$ cat src/rtl/tbcm_pkg.sv
// Package for the tape block cycle modulator.
// Holds the symbol codes, register indexes, reset values and the job and config types.
// No dependencies.
`default_nettype none

package tbcm_pkg;

  localparam int unsigned ByteW  = 8;
  localparam int unsigned CountW = 16;
  localparam int unsigned SumW   = 16;
  localparam int unsigned SyncW  = 8;
  localparam int unsigned CfgIdxW = 2;

  typedef enum logic [1:0] {
    KIND_SILENCE = 2'd0,
    KIND_LEADER  = 2'd1,
    KIND_LONG    = 2'd2,
    KIND_SHORT   = 2'd3
  } sym_kind_e;

  typedef enum logic [CfgIdxW-1:0] {
    REG_LEADER_CYCLES = 2'd0,
    REG_FIRST_SYNC    = 2'd1,
    REG_LATER_SYNC    = 2'd2,
    REG_GAP_SAMPLES   = 2'd3
  } cfg_idx_e;

  localparam logic [CountW-1:0] LeaderReset    = 16'd4000;
  localparam logic [SyncW-1:0]  FirstSyncReset = 8'd40;
  localparam logic [SyncW-1:0]  LaterSyncReset = 8'd20;
  localparam logic [CountW-1:0] GapReset       = 16'd4800;

  // Two long cycles close the sync pattern.
  localparam logic [CountW-1:0] SyncTailCount = 16'd2;

  typedef struct packed {
    logic [CountW-1:0] leader_cycles;
    logic [SyncW-1:0]  first_sync_count;
    logic [SyncW-1:0]  later_sync_count;
    logic [CountW-1:0] gap_samples;
  } cfg_t;

  // One classified byte on its way to the symbol sequencer.
  typedef struct packed {
    logic [ByteW-1:0] data_byte;
    logic             block_start;
    logic             first_block;
    logic             block_end;
    logic [SumW-1:0]  block_sum;
  } job_t;

endpackage

`default_nettype wire

$ cat src/rtl/tbcm_in_if.sv
// Input channel interface: tape block bytes with their block flags.
// Plain valid/ready handshake; no dependencies.
`default_nettype none

interface tbcm_in_if;
  logic       valid;
  logic       ready;
  logic [7:0] data_byte;
  logic       block_start;
  logic       first_block;
  logic       block_end;

  modport source (output valid, output data_byte, output block_start,
                  output first_block, output block_end, input ready);
  modport sink (input valid, input data_byte, input block_start,
                input first_block, input block_end, output ready);
endinterface

`default_nettype wire

$ cat src/rtl/tbcm_out_if.sv
// Output channel interface: run-length cycle symbols.
// Plain valid/ready handshake; no dependencies.
`default_nettype none

interface tbcm_out_if;
  logic        valid;
  logic        ready;
  logic [1:0]  symbol_kind;
  logic [15:0] repeat_count;
  logic        last_symbol;

  modport source (output valid, output symbol_kind, output repeat_count,
                  output last_symbol, input ready);
  modport sink (input valid, input symbol_kind, input repeat_count,
                input last_symbol, output ready);
endinterface

`default_nettype wire

$ cat src/rtl/tbcm_front.sv
// Front end: accepts bytes, keeps the running block sum and builds jobs.
// Depends on tbcm_pkg and tbcm_in_if.
`default_nettype none

module tbcm_front (
  input  wire                  clk_i,
  input  wire                  rst_ni,
  tbcm_in_if.sink              in_ch,
  output logic                 push_valid_o,
  input  wire                  push_ready_i,
  output tbcm_pkg::job_t       push_job_o
);
  import tbcm_pkg::*;

  logic [SumW-1:0] sum_q, sum_d;
  logic [SumW-1:0] sum_base;
  logic            accept;

  assign in_ch.ready  = push_ready_i;
  assign push_valid_o = in_ch.valid;
  assign accept       = in_ch.valid && push_ready_i;

  // A block start restarts the sum at this byte.
  assign sum_base = in_ch.block_start ? '0 : sum_q;
  assign sum_d    = sum_base + {{(SumW-ByteW){1'b0}}, in_ch.data_byte};

  always_comb begin
    push_job_o.data_byte   = in_ch.data_byte;
    push_job_o.block_start = in_ch.block_start;
    push_job_o.first_block = in_ch.first_block;
    push_job_o.block_end   = in_ch.block_end;
    push_job_o.block_sum   = sum_d;
  end

  always_ff @(posedge clk_i or negedge rst_ni) begin
    if (!rst_ni) begin
      sum_q <= '0;
    end else if (accept) begin
      sum_q <= in_ch.block_end ? '0 : sum_d;
    end
  end

endmodule

`default_nettype wire

$ cat src/rtl/tbcm_queue.sv
// Two-entry job queue between the front end and the symbol sequencer.
// Depends on tbcm_pkg.
`default_nettype none

module tbcm_queue (
  input  wire                  clk_i,
  input  wire                  rst_ni,
  input  wire                  push_valid_i,
  output logic                 push_ready_o,
  input  tbcm_pkg::job_t       push_job_i,
  output logic                 pop_valid_o,
  input  wire                  pop_ready_i,
  output tbcm_pkg::job_t       pop_job_o
);
  import tbcm_pkg::*;

  job_t       mem_q [2];
  logic       wr_ptr_q, rd_ptr_q;
  logic [1:0] count_q;
  logic       push, pop;

  assign push_ready_o = (count_q != 2'd2);
  assign pop_valid_o  = (count_q != 2'd0);
  assign pop_job_o    = mem_q[rd_ptr_q];
  assign push         = push_valid_i && push_ready_o;
  assign pop          = pop_ready_i && pop_valid_o;

  always_ff @(posedge clk_i) begin
    if (push) begin
      mem_q[wr_ptr_q] <= push_job_i;
    end
  end

  always_ff @(posedge clk_i or negedge rst_ni) begin
    if (!rst_ni) begin
      wr_ptr_q <= 1'b0;
      rd_ptr_q <= 1'b0;
      count_q  <= 2'd0;
    end else begin
      if (push) wr_ptr_q <= ~wr_ptr_q;
      if (pop)  rd_ptr_q <= ~rd_ptr_q;
      if (push && !pop) begin
        count_q <= count_q + 2'd1;
      end else if (pop && !push) begin
        count_q <= count_q - 2'd1;
      end
    end
  end

endmodule

`default_nettype wire

$ cat src/rtl/tbcm_back.sv
// Back end: walks the job at the queue head and emits one symbol per cycle while the output is ready.
// Depends on tbcm_pkg and tbcm_out_if.
`default_nettype none

module tbcm_back (
  input  wire                  clk_i,
  input  wire                  rst_ni,
  input  tbcm_pkg::cfg_t       cfg_i,
  input  wire                  job_valid_i,
  output logic                 job_ready_o,
  input  tbcm_pkg::job_t       job_i,
  tbcm_out_if.source           out_ch
);
  import tbcm_pkg::*;

  typedef enum logic [3:0] {
    PH_BEGIN,
    PH_GAP_HEAD,
    PH_LEADER,
    PH_SYNC_LONG,
    PH_SYNC_SHORT,
    PH_SYNC_TAIL,
    PH_DATA,
    PH_SUM_HI,
    PH_SUM_LO,
    PH_GAP_TAIL
  } phase_e;

  phase_e            phase_q, cur_ph, next_ph;
  logic [3:0]        bit_q;
  logic              out_valid_q;
  sym_kind_e         kind_q, kind;
  logic [CountW-1:0] count_q, count;
  logic              last_q, last;
  logic [CountW-1:0] sync_cnt;
  logic [ByteW-1:0]  cur_byte;
  logic              stop_bit, byte_ph, load;

  assign sync_cnt = {{(CountW-SyncW){1'b0}},
                     job_i.first_block ? cfg_i.first_sync_count : cfg_i.later_sync_count};

  // Resolve the opening phase of a fresh job.
  always_comb begin
    cur_ph = phase_q;
    if (phase_q == PH_BEGIN) begin
      if (job_i.block_start && job_i.first_block) cur_ph = PH_GAP_HEAD;
      else if (job_i.block_start)                 cur_ph = PH_LEADER;
      else                                        cur_ph = PH_DATA;
    end
  end

  assign byte_ph  = (cur_ph == PH_DATA) || (cur_ph == PH_SUM_HI) || (cur_ph == PH_SUM_LO);
  assign stop_bit = (bit_q == 4'd8);

  always_comb begin
    case (cur_ph)
      PH_SUM_HI: cur_byte = job_i.block_sum[SumW-1:ByteW];
      PH_SUM_LO: cur_byte = job_i.block_sum[ByteW-1:0];
      default:   cur_byte = job_i.data_byte;
    endcase
  end

  always_comb begin
    kind    = KIND_LONG;
    count   = 16'd1;
    next_ph = cur_ph;
    last    = 1'b0;
    case (cur_ph)
      PH_GAP_HEAD: begin
        kind    = KIND_SILENCE;
        count   = cfg_i.gap_samples;
        next_ph = PH_LEADER;
      end
      PH_LEADER: begin
        kind    = KIND_LEADER;
        count   = cfg_i.leader_cycles;
        next_ph = PH_SYNC_LONG;
      end
      PH_SYNC_LONG: begin
        count   = sync_cnt;
        next_ph = PH_SYNC_SHORT;
      end
      PH_SYNC_SHORT: begin
        kind    = KIND_SHORT;
        count   = sync_cnt;
        next_ph = PH_SYNC_TAIL;
      end
      PH_SYNC_TAIL: begin
        count   = SyncTailCount;
        next_ph = PH_DATA;
      end
      PH_DATA, PH_SUM_HI, PH_SUM_LO: begin
        // MSB first; bit index 8 is the long stop cycle.
        if (!stop_bit && !cur_byte[~bit_q[2:0]]) kind = KIND_SHORT;
        if (stop_bit) begin
          case (cur_ph)
            PH_DATA: begin
              next_ph = PH_SUM_HI;
              last    = !job_i.block_end;
            end
            PH_SUM_HI: next_ph = PH_SUM_LO;
            default:   next_ph = PH_GAP_TAIL;
          endcase
        end
      end
      PH_GAP_TAIL: begin
        kind  = KIND_SILENCE;
        count = cfg_i.gap_samples;
        last  = 1'b1;
      end
      default: begin
        kind = KIND_LONG;
      end
    endcase
  end

  assign load        = job_valid_i && (!out_valid_q || out_ch.ready);
  assign job_ready_o = load && last;

  always_ff @(posedge clk_i or negedge rst_ni) begin
    if (!rst_ni) begin
      phase_q     <= PH_BEGIN;
      bit_q       <= 4'd0;
      out_valid_q <= 1'b0;
      kind_q      <= KIND_SILENCE;
      count_q     <= '0;
      last_q      <= 1'b0;
    end else begin
      if (load) begin
        out_valid_q <= 1'b1;
        kind_q      <= kind;
        count_q     <= count;
        last_q      <= last;
        if (last) begin
          phase_q <= PH_BEGIN;
          bit_q   <= 4'd0;
        end else if (byte_ph && !stop_bit) begin
          phase_q <= cur_ph;
          bit_q   <= bit_q + 4'd1;
        end else begin
          phase_q <= next_ph;
          bit_q   <= 4'd0;
        end
      end else if (out_ch.ready) begin
        out_valid_q <= 1'b0;
      end
    end
  end

  assign out_ch.valid        = out_valid_q;
  assign out_ch.symbol_kind  = kind_q;
  assign out_ch.repeat_count = count_q;
  assign out_ch.last_symbol  = last_q;

  a_bit_range: assert property (@(posedge clk_i) disable iff (!rst_ni)
    bit_q <= 4'd8)
    else $error("bit counter out of range");

  a_pop_restarts: assert property (@(posedge clk_i) disable iff (!rst_ni)
    job_ready_o |=> (phase_q == PH_BEGIN) && (bit_q == 4'd0))
    else $error("sequencer did not restart after job pop");

  a_sum_needs_end: assert property (@(posedge clk_i) disable iff (!rst_ni)
    ((phase_q == PH_SUM_HI) || (phase_q == PH_SUM_LO) || (phase_q == PH_GAP_TAIL))
      |-> (job_valid_i && job_i.block_end))
    else $error("checksum phase without block end");

  a_preamble_needs_start: assert property (@(posedge clk_i) disable iff (!rst_ni)
    ((phase_q == PH_LEADER) || (phase_q == PH_SYNC_LONG) || (phase_q == PH_SYNC_TAIL))
      |-> (job_valid_i && job_i.block_start))
    else $error("preamble phase without block start");

endmodule

`default_nettype wire

$ cat src/rtl/tape_block_cycle_modulator.sv
// Top level of the tape block cycle modulator: config registers, front end,
// job queue and symbol sequencer. Depends on tbcm_pkg, tbcm_in_if, tbcm_out_if,
// tbcm_front, tbcm_queue and tbcm_back.
//
//   channel  | dir | handshake      | payload
//   ---------+-----+----------------+---------------------------------------------
//   in_ch    | in  | valid/ready    | data_byte, block_start, first_block, block_end
//   out_ch   | out | valid/ready    | symbol_kind, repeat_count, last_symbol
//   cfg      | in  | cfg_we_i only  | cfg_idx_i, cfg_wdata_i
//
// One symbol leaves per clock when out_ch.ready is high: a plain byte yields
// nine symbols, a block-opening byte four or five more, a block-closing byte
// nineteen more. The symbol sequencer in tbcm_back sets these counts.
// A two-entry queue lets the front end take the next byte while symbols of
// the current one are still draining; a stalled output holds its register.
// Reset loads the register defaults and clears the block sum and queue.
`default_nettype none

module tape_block_cycle_modulator (
  input  wire                              clk_i,
  input  wire                              rst_ni,
  input  wire                              cfg_we_i,
  input  wire  [tbcm_pkg::CfgIdxW-1:0]     cfg_idx_i,
  input  wire  [tbcm_pkg::CountW-1:0]      cfg_wdata_i,
  tbcm_in_if.sink                          in_ch,
  tbcm_out_if.source                       out_ch
);
  import tbcm_pkg::*;

  cfg_t cfg_q;
  logic push_valid, push_ready, pop_valid, pop_ready;
  job_t push_job, pop_job;

  // Register file; write only while no byte or symbol is in flight.
  always_ff @(posedge clk_i or negedge rst_ni) begin
    if (!rst_ni) begin
      cfg_q.leader_cycles    <= LeaderReset;
      cfg_q.first_sync_count <= FirstSyncReset;
      cfg_q.later_sync_count <= LaterSyncReset;
      cfg_q.gap_samples      <= GapReset;
    end else if (cfg_we_i) begin
      case (cfg_idx_e'(cfg_idx_i))
        REG_LEADER_CYCLES: cfg_q.leader_cycles    <= cfg_wdata_i;
        REG_FIRST_SYNC:    cfg_q.first_sync_count <= cfg_wdata_i[SyncW-1:0];
        REG_LATER_SYNC:    cfg_q.later_sync_count <= cfg_wdata_i[SyncW-1:0];
        REG_GAP_SAMPLES:   cfg_q.gap_samples      <= cfg_wdata_i;
        default: begin
        end
      endcase
    end
  end

  // Classify bytes and track the block sum.
  tbcm_front u_front (
    .clk_i        (clk_i),
    .rst_ni       (rst_ni),
    .in_ch        (in_ch),
    .push_valid_o (push_valid),
    .push_ready_i (push_ready),
    .push_job_o   (push_job)
  );

  // Decouple intake from symbol emission.
  tbcm_queue u_queue (
    .clk_i        (clk_i),
    .rst_ni       (rst_ni),
    .push_valid_i (push_valid),
    .push_ready_o (push_ready),
    .push_job_i   (push_job),
    .pop_valid_o  (pop_valid),
    .pop_ready_i  (pop_ready),
    .pop_job_o    (pop_job)
  );

  // Expand each job into run-length symbols.
  tbcm_back u_back (
    .clk_i       (clk_i),
    .rst_ni      (rst_ni),
    .cfg_i       (cfg_q),
    .job_valid_i (pop_valid),
    .job_ready_o (pop_ready),
    .job_i       (pop_job),
    .out_ch      (out_ch)
  );

endmodule

`default_nettype wire

$ cat src/flat_wrapper.sv
// flat-port wrapper written by rule: the top's interface ports become plain ports
module tape_block_cycle_modulator_flat import tbcm_pkg::*;
  (clk_i, rst_ni, cfg_we_i, cfg_idx_i, cfg_wdata_i, in_ch_valid, in_ch_data_byte, in_ch_block_start, in_ch_first_block, in_ch_block_end, in_ch_ready, out_ch_valid, out_ch_symbol_kind, out_ch_repeat_count, out_ch_last_symbol, out_ch_ready);
  tbcm_in_if in_ch_i ();
  tbcm_out_if out_ch_i ();
  input  wire clk_i;
  input  wire rst_ni;
  input  wire cfg_we_i;
  input  wire  [tbcm_pkg::CfgIdxW-1:0] cfg_idx_i;
  input  wire  [tbcm_pkg::CountW-1:0] cfg_wdata_i;
  input wire logic [$bits(in_ch_i.valid)-1:0] in_ch_valid;
  input wire logic [$bits(in_ch_i.data_byte)-1:0] in_ch_data_byte;
  input wire logic [$bits(in_ch_i.block_start)-1:0] in_ch_block_start;
  input wire logic [$bits(in_ch_i.first_block)-1:0] in_ch_first_block;
  input wire logic [$bits(in_ch_i.block_end)-1:0] in_ch_block_end;
  output wire logic [$bits(in_ch_i.ready)-1:0] in_ch_ready;
  output wire logic [$bits(out_ch_i.valid)-1:0] out_ch_valid;
  output wire logic [$bits(out_ch_i.symbol_kind)-1:0] out_ch_symbol_kind;
  output wire logic [$bits(out_ch_i.repeat_count)-1:0] out_ch_repeat_count;
  output wire logic [$bits(out_ch_i.last_symbol)-1:0] out_ch_last_symbol;
  input wire logic [$bits(out_ch_i.ready)-1:0] out_ch_ready;
  assign in_ch_i.valid = in_ch_valid;
  assign in_ch_i.data_byte = in_ch_data_byte;
  assign in_ch_i.block_start = in_ch_block_start;
  assign in_ch_i.first_block = in_ch_first_block;
  assign in_ch_i.block_end = in_ch_block_end;
  assign in_ch_ready = in_ch_i.ready;
  assign out_ch_valid = out_ch_i.valid;
  assign out_ch_symbol_kind = out_ch_i.symbol_kind;
  assign out_ch_repeat_count = out_ch_i.repeat_count;
  assign out_ch_last_symbol = out_ch_i.last_symbol;
  assign out_ch_i.ready = out_ch_ready;
  tape_block_cycle_modulator u_core (.clk_i(clk_i), .rst_ni(rst_ni), .cfg_we_i(cfg_we_i), .cfg_idx_i(cfg_idx_i), .cfg_wdata_i(cfg_wdata_i), .in_ch(in_ch_i), .out_ch(out_ch_i));
endmodule
$ cat config.mk
export PLATFORM = sky130hd
export DESIGN_NAME = tape_block_cycle_modulator_flat
export DESIGN_NICKNAME = d
export VERILOG_FILES = /design/src/rtl/tbcm_pkg.sv /design/src/rtl/tbcm_in_if.sv /design/src/rtl/tbcm_out_if.sv /design/src/rtl/tbcm_front.sv /design/src/rtl/tbcm_queue.sv /design/src/rtl/tbcm_back.sv /design/src/rtl/tape_block_cycle_modulator.sv /design/src/flat_wrapper.sv
export SDC_FILE = /design/constraint.sdc
export NUM_CORES = 1
export LEC_CHECK = 0
export BUFFER_PORTS_ARGS = -buffer_cell sky130_fd_sc_hd__buf_2
export CORE_ASPECT_RATIO = 1.5
export CORE_MARGIN = 3
export CORE_UTILIZATION = 25
export DETAILED_ROUTE_END_ITERATION = 7
export SYNTH_ARGS = -nofsm -noshare
export SYNTH_HDL_FRONTEND = slang
export SYNTH_SLANG_ARGS = --single-unit
$ cat constraint.sdc
create_clock -name clk_i -period 3.1 [get_ports clk_i]
set_input_delay 0.465 -clock clk_i [delete_from_list [all_inputs] [get_ports clk_i]]
set_output_delay 0.465 -clock clk_i [all_outputs]
set_load 0.005 [all_outputs]
==> flow_metrics.env <==
export IMPL_place_hpwl_um=11680
export IMPL_io_buffers=54
export IMPL_hold_slack_ns=0.07687
export IMPL_drive_above_1_share_pct=27.53
export IMPL_clk_pin_slew_worst_paths_ns=0.06
export IMPL_totalWireLength_um=16390
export IMPL_async_flop_share_pct=64.00
export IMPL_status="completed"
export IMPL_first_pass_iters=4
export IMPL_setup_tns_ns=0
export IMPL_worst_path_buf_inv=0
export IMPL_post_drt_wl_per_cell_um=16.32
export IMPL_p_leak_nw=3.280
export IMPL_min_period_over_period_pct=89.38
export IMPL_slew_headroom_pct=39.83
export IMPL_cts_inserted_buffers=17
export IMPL_final_antenna_net_count=0
export IMPL_cts_root_buf="clkbuf_16"
export IMPL_die_w_um=142.9
export IMPL_start_util_pct=25.55
export IMPL_rows=74
export IMPL_gp_congestion=0.7957
export IMPL_synth_edf_count=54
export IMPL_grt_max_degree=50
export IMPL_cts_buffer_depth=2
export IMPL_cp_depth=10
export IMPL_slew_viol_final=0
export IMPL_synth_top_cell_area_share_pct=29.20
export IMPL_antenna_found_initial=1
export IMPL_ctsResizeCount=0
export IMPL_r2r_end="u_core.u_queue.mem_q[0][14]$_DFFE_PP_"
export IMPL_n_fill_cell=2755
export IMPL_vdd_ir_drop_max_v=0.0003578
export IMPL_power_density_nw_per_um2=826.8
export IMPL_areaGrowthSynthToFinish_pct=19.07
export IMPL_finalSetupViolations=0
export IMPL_arrival_ns=2.92
export IMPL_finalCriticalPeriod_ns=2.771
export IMPL_cpMaxStageDelayCell="fa_1"
export IMPL_path_delay_family="compound AO/OA/AOI/OAI gates"
export IMPL_wl_met1_um=6547
export IMPL_yosysSeqAreaShare_pct=57.51
export IMPL_setup_ws_ns=0.3291
export IMPL_yosysMostFrequentCell="dfrtp_1"
export IMPL_required_ns=3.25
export IMPL_clock_skew_ns=0.009508
export IMPL_rsz0062_at_grt="false"
export IMPL_path_cells="nor2b_1 -> ha_1 -> fa_1 -> a21o_1 -> a21oi_1 -> o21bai_1 -> a2111oi_4 -> nor2_1 -> and3_1 -> xnor2_1"
export IMPL_cts_num_sinks=150
export IMPL_worstMarginPinSlew_ns=0.9025
export IMPL_top_layer="met4"
export IMPL_cts_tree="yes"
export IMPL_vias=4774
export IMPL_wl_met3_um=558
export IMPL_synthTopCellsByCount="82 x dfrtp_1, 54 x edfxtp_1, 53 x mux2_2, 53 x nor2_1, 49 x nand2_1"
export IMPL_synth_cell_type_count=63
export IMPL_synth_largest_area_cell="dfrtp_1"
export IMPL_syn_area_per_cell_sq_um=12.09
export IMPL_start_kind="flip-flop"
export IMPL_drt_initial_drc_count=385
export IMPL_h_tree_depth=4
export IMPL_netlist_area_sq_um=7027
export IMPL_fp_dieArea_sq_um=30200
export IMPL_io_pins=55
export IMPL_fin_nets=694
export IMPL_end_kind="flip-flop"
export IMPL_vias_per_cell=4.755
export IMPL_core_area_sq_um=27500
export IMPL_yosys_warnings=0
export IMPL_overflow=0
export IMPL_grt_pass1_wl_um=26320
export IMPL_synth_area_top_cells="dfrtp_1 29%, edfxtp_1 23%, mux2_2 8.5%"
export IMPL_ff2ff_setup_slack_ns=0.33
export IMPL_hold_path_class="in2async"
export IMPL_place_ws_ns=0.1521
export IMPL_holdBufCountCts=0
export IMPL_first_global_vias=4828
export IMPL_multi_input_area_sq_um=2844
export IMPL_ff2ff_path_depth=10
export IMPL_grt_util_all_layers_pct=11.25
export IMPL_seq_area_sq_um=4041
export IMPL_slowest_delay_ns=0.42
export IMPL_hold_viol_final=0
export IMPL_drcViolationCount=0
export IMPL_crit_type="reg2reg"
export IMPL_cp_max_fo=2
export IMPL_timing_fmax_ghz=0.3609
export IMPL_insertion_delay_ns=0.42
export IMPL_die_h_um=211.3
export IMPL_r2r_start="u_core.u_front.sum_q[0]$_DFFE_PN0P_"
export IMPL_syn_num_nets=627
export IMPL_post_cts_buffers=0
export IMPL_ys_flop_type="dfrtp_1"
export IMPL_drv_cap=0
export IMPL_synth_cells=581
export IMPL_ys_seq_elements=150
export IMPL_dr_wl_met2_um=9016
## cells in the final DEF (no fill, tap or decap), drive strengths merged, types with 4 or more instances in the layout
| cell | count |
|---|---|
| dfrtp | 82 |
| buf | 76 |
| edfxtp | 54 |
| mux2 | 54 |
| nor2 | 53 |
| nand2 | 49 |
| mux2i | 30 |
| o21ai | 26 |
| clkbuf | 18 |
| xnor2 | 15 |
| a221oi | 15 |
| dfstp | 14 |
| inv | 14 |
| nor2b | 13 |
| a21oi | 11 |
| nor3 | 11 |
| ha | 11 |
| o22ai | 10 |
| nand2b | 8 |
| clkinv | 8 |
| nand3b | 5 |
| and3 | 5 |
| a31oi | 5 |
| o211ai | 5 |
| a21o | 4 |
| o31ai | 4 |
| o41ai | 4 |
| a211oi | 4 |
| a22o | 4 |
| a2111oi | 4 |
## worst max-delay path by stage
stage                                             start                                     to  slack, ns
global route         u_core.u_back.bit_q[0]$_DFFE_PN0P_  u_core.u_queue.count_q[1]$_DFFE_PN0P_       0.03
floorplan                             in_ch_block_start  u_core.u_queue.mem_q[0][14]$_DFFE_PP_       0.07
global placement                      in_ch_block_start  u_core.u_queue.mem_q[1][14]$_DFFE_PP_       0.19
finish              u_core.u_front.sum_q[0]$_DFFE_PN0P_  u_core.u_queue.mem_q[0][14]$_DFFE_PP_       0.33
CTS                 u_core.u_front.sum_q[0]$_DFFE_PN0P_    u_core.u_front.sum_q[8]$_DFFE_PN0P_       0.29
detailed placement                    in_ch_block_start    u_core.u_front.sum_q[8]$_DFFE_PN0P_       0.15
## where the power goes
part,total (mW),switching (mW),internal (mW)
logic,2.04,1.18,0.859
registers,2.95,0.285,2.67
clock network,1.92,0.815,1.11
## layer usage
| metal | track usage [%] | vias to the layer above |
|---|---|---|
| met1 | 12.71 | 2388 |
| met3 | 2.712 | 20 |
| met4 | 3.903 | 0 |
| met5 | 0 | - |
| li1 | - | 2292 |
| met2 | 20.47 | 74 |
## sequential cells by signal, indices dropped and copies added (netlist names), 2 cells and up
name	cells
u_core.u_queue.mem_q	54
u_core.cfg_q	48
u_core.u_back.out_ch.repeat_count	16
u_core.u_front.sum_q	16
u_core.u_back.bit_q	4
u_core.u_back.phase_q	4
u_core.u_back.out_ch.symbol_kind	2
u_core.u_queue.count_q	2
## area by class of cell
cell class / instances / area share (%)
sequential: 150 / 48.30
multi-input combinational: 391 / 33.99
timing repair buffer: 76 / 5.384
clock buffer: 18 / 5.129
tap: 342 / 5.114
clock inverter: 14 / 1.510
inverter: 12 / 0.5384
antenna: 1 / 0.02991
## metrics by stage
step	util (%)	cell area, sq um	std cells	total power [mW]
2_1_floorplan	-	7044	581	4.326
3_5_place_dp	28.37	7802	971	5.056
6_report	30.43	8367	1004	6.917
4_1_cts	30.39	8358	1003	7.015
3_3_place_gp	28.37	7802	971	4.998
5_1_grt	30.42	8364	1003	7.376
## cells by family after synthesis
kind of cell             share of synthesized area, %
AO/OA/AOI/OAI                                   11.77
XOR/XNOR                                        2.244
adder cells (fa/ha/maj)                         2.244
buffers and inverters                           2.440
flip-flops                                      57.51
multiplexers                                    12.93
AND/OR/NAND/NOR                                 10.86
No activity file was read; power rests on OpenSTA's default activity.
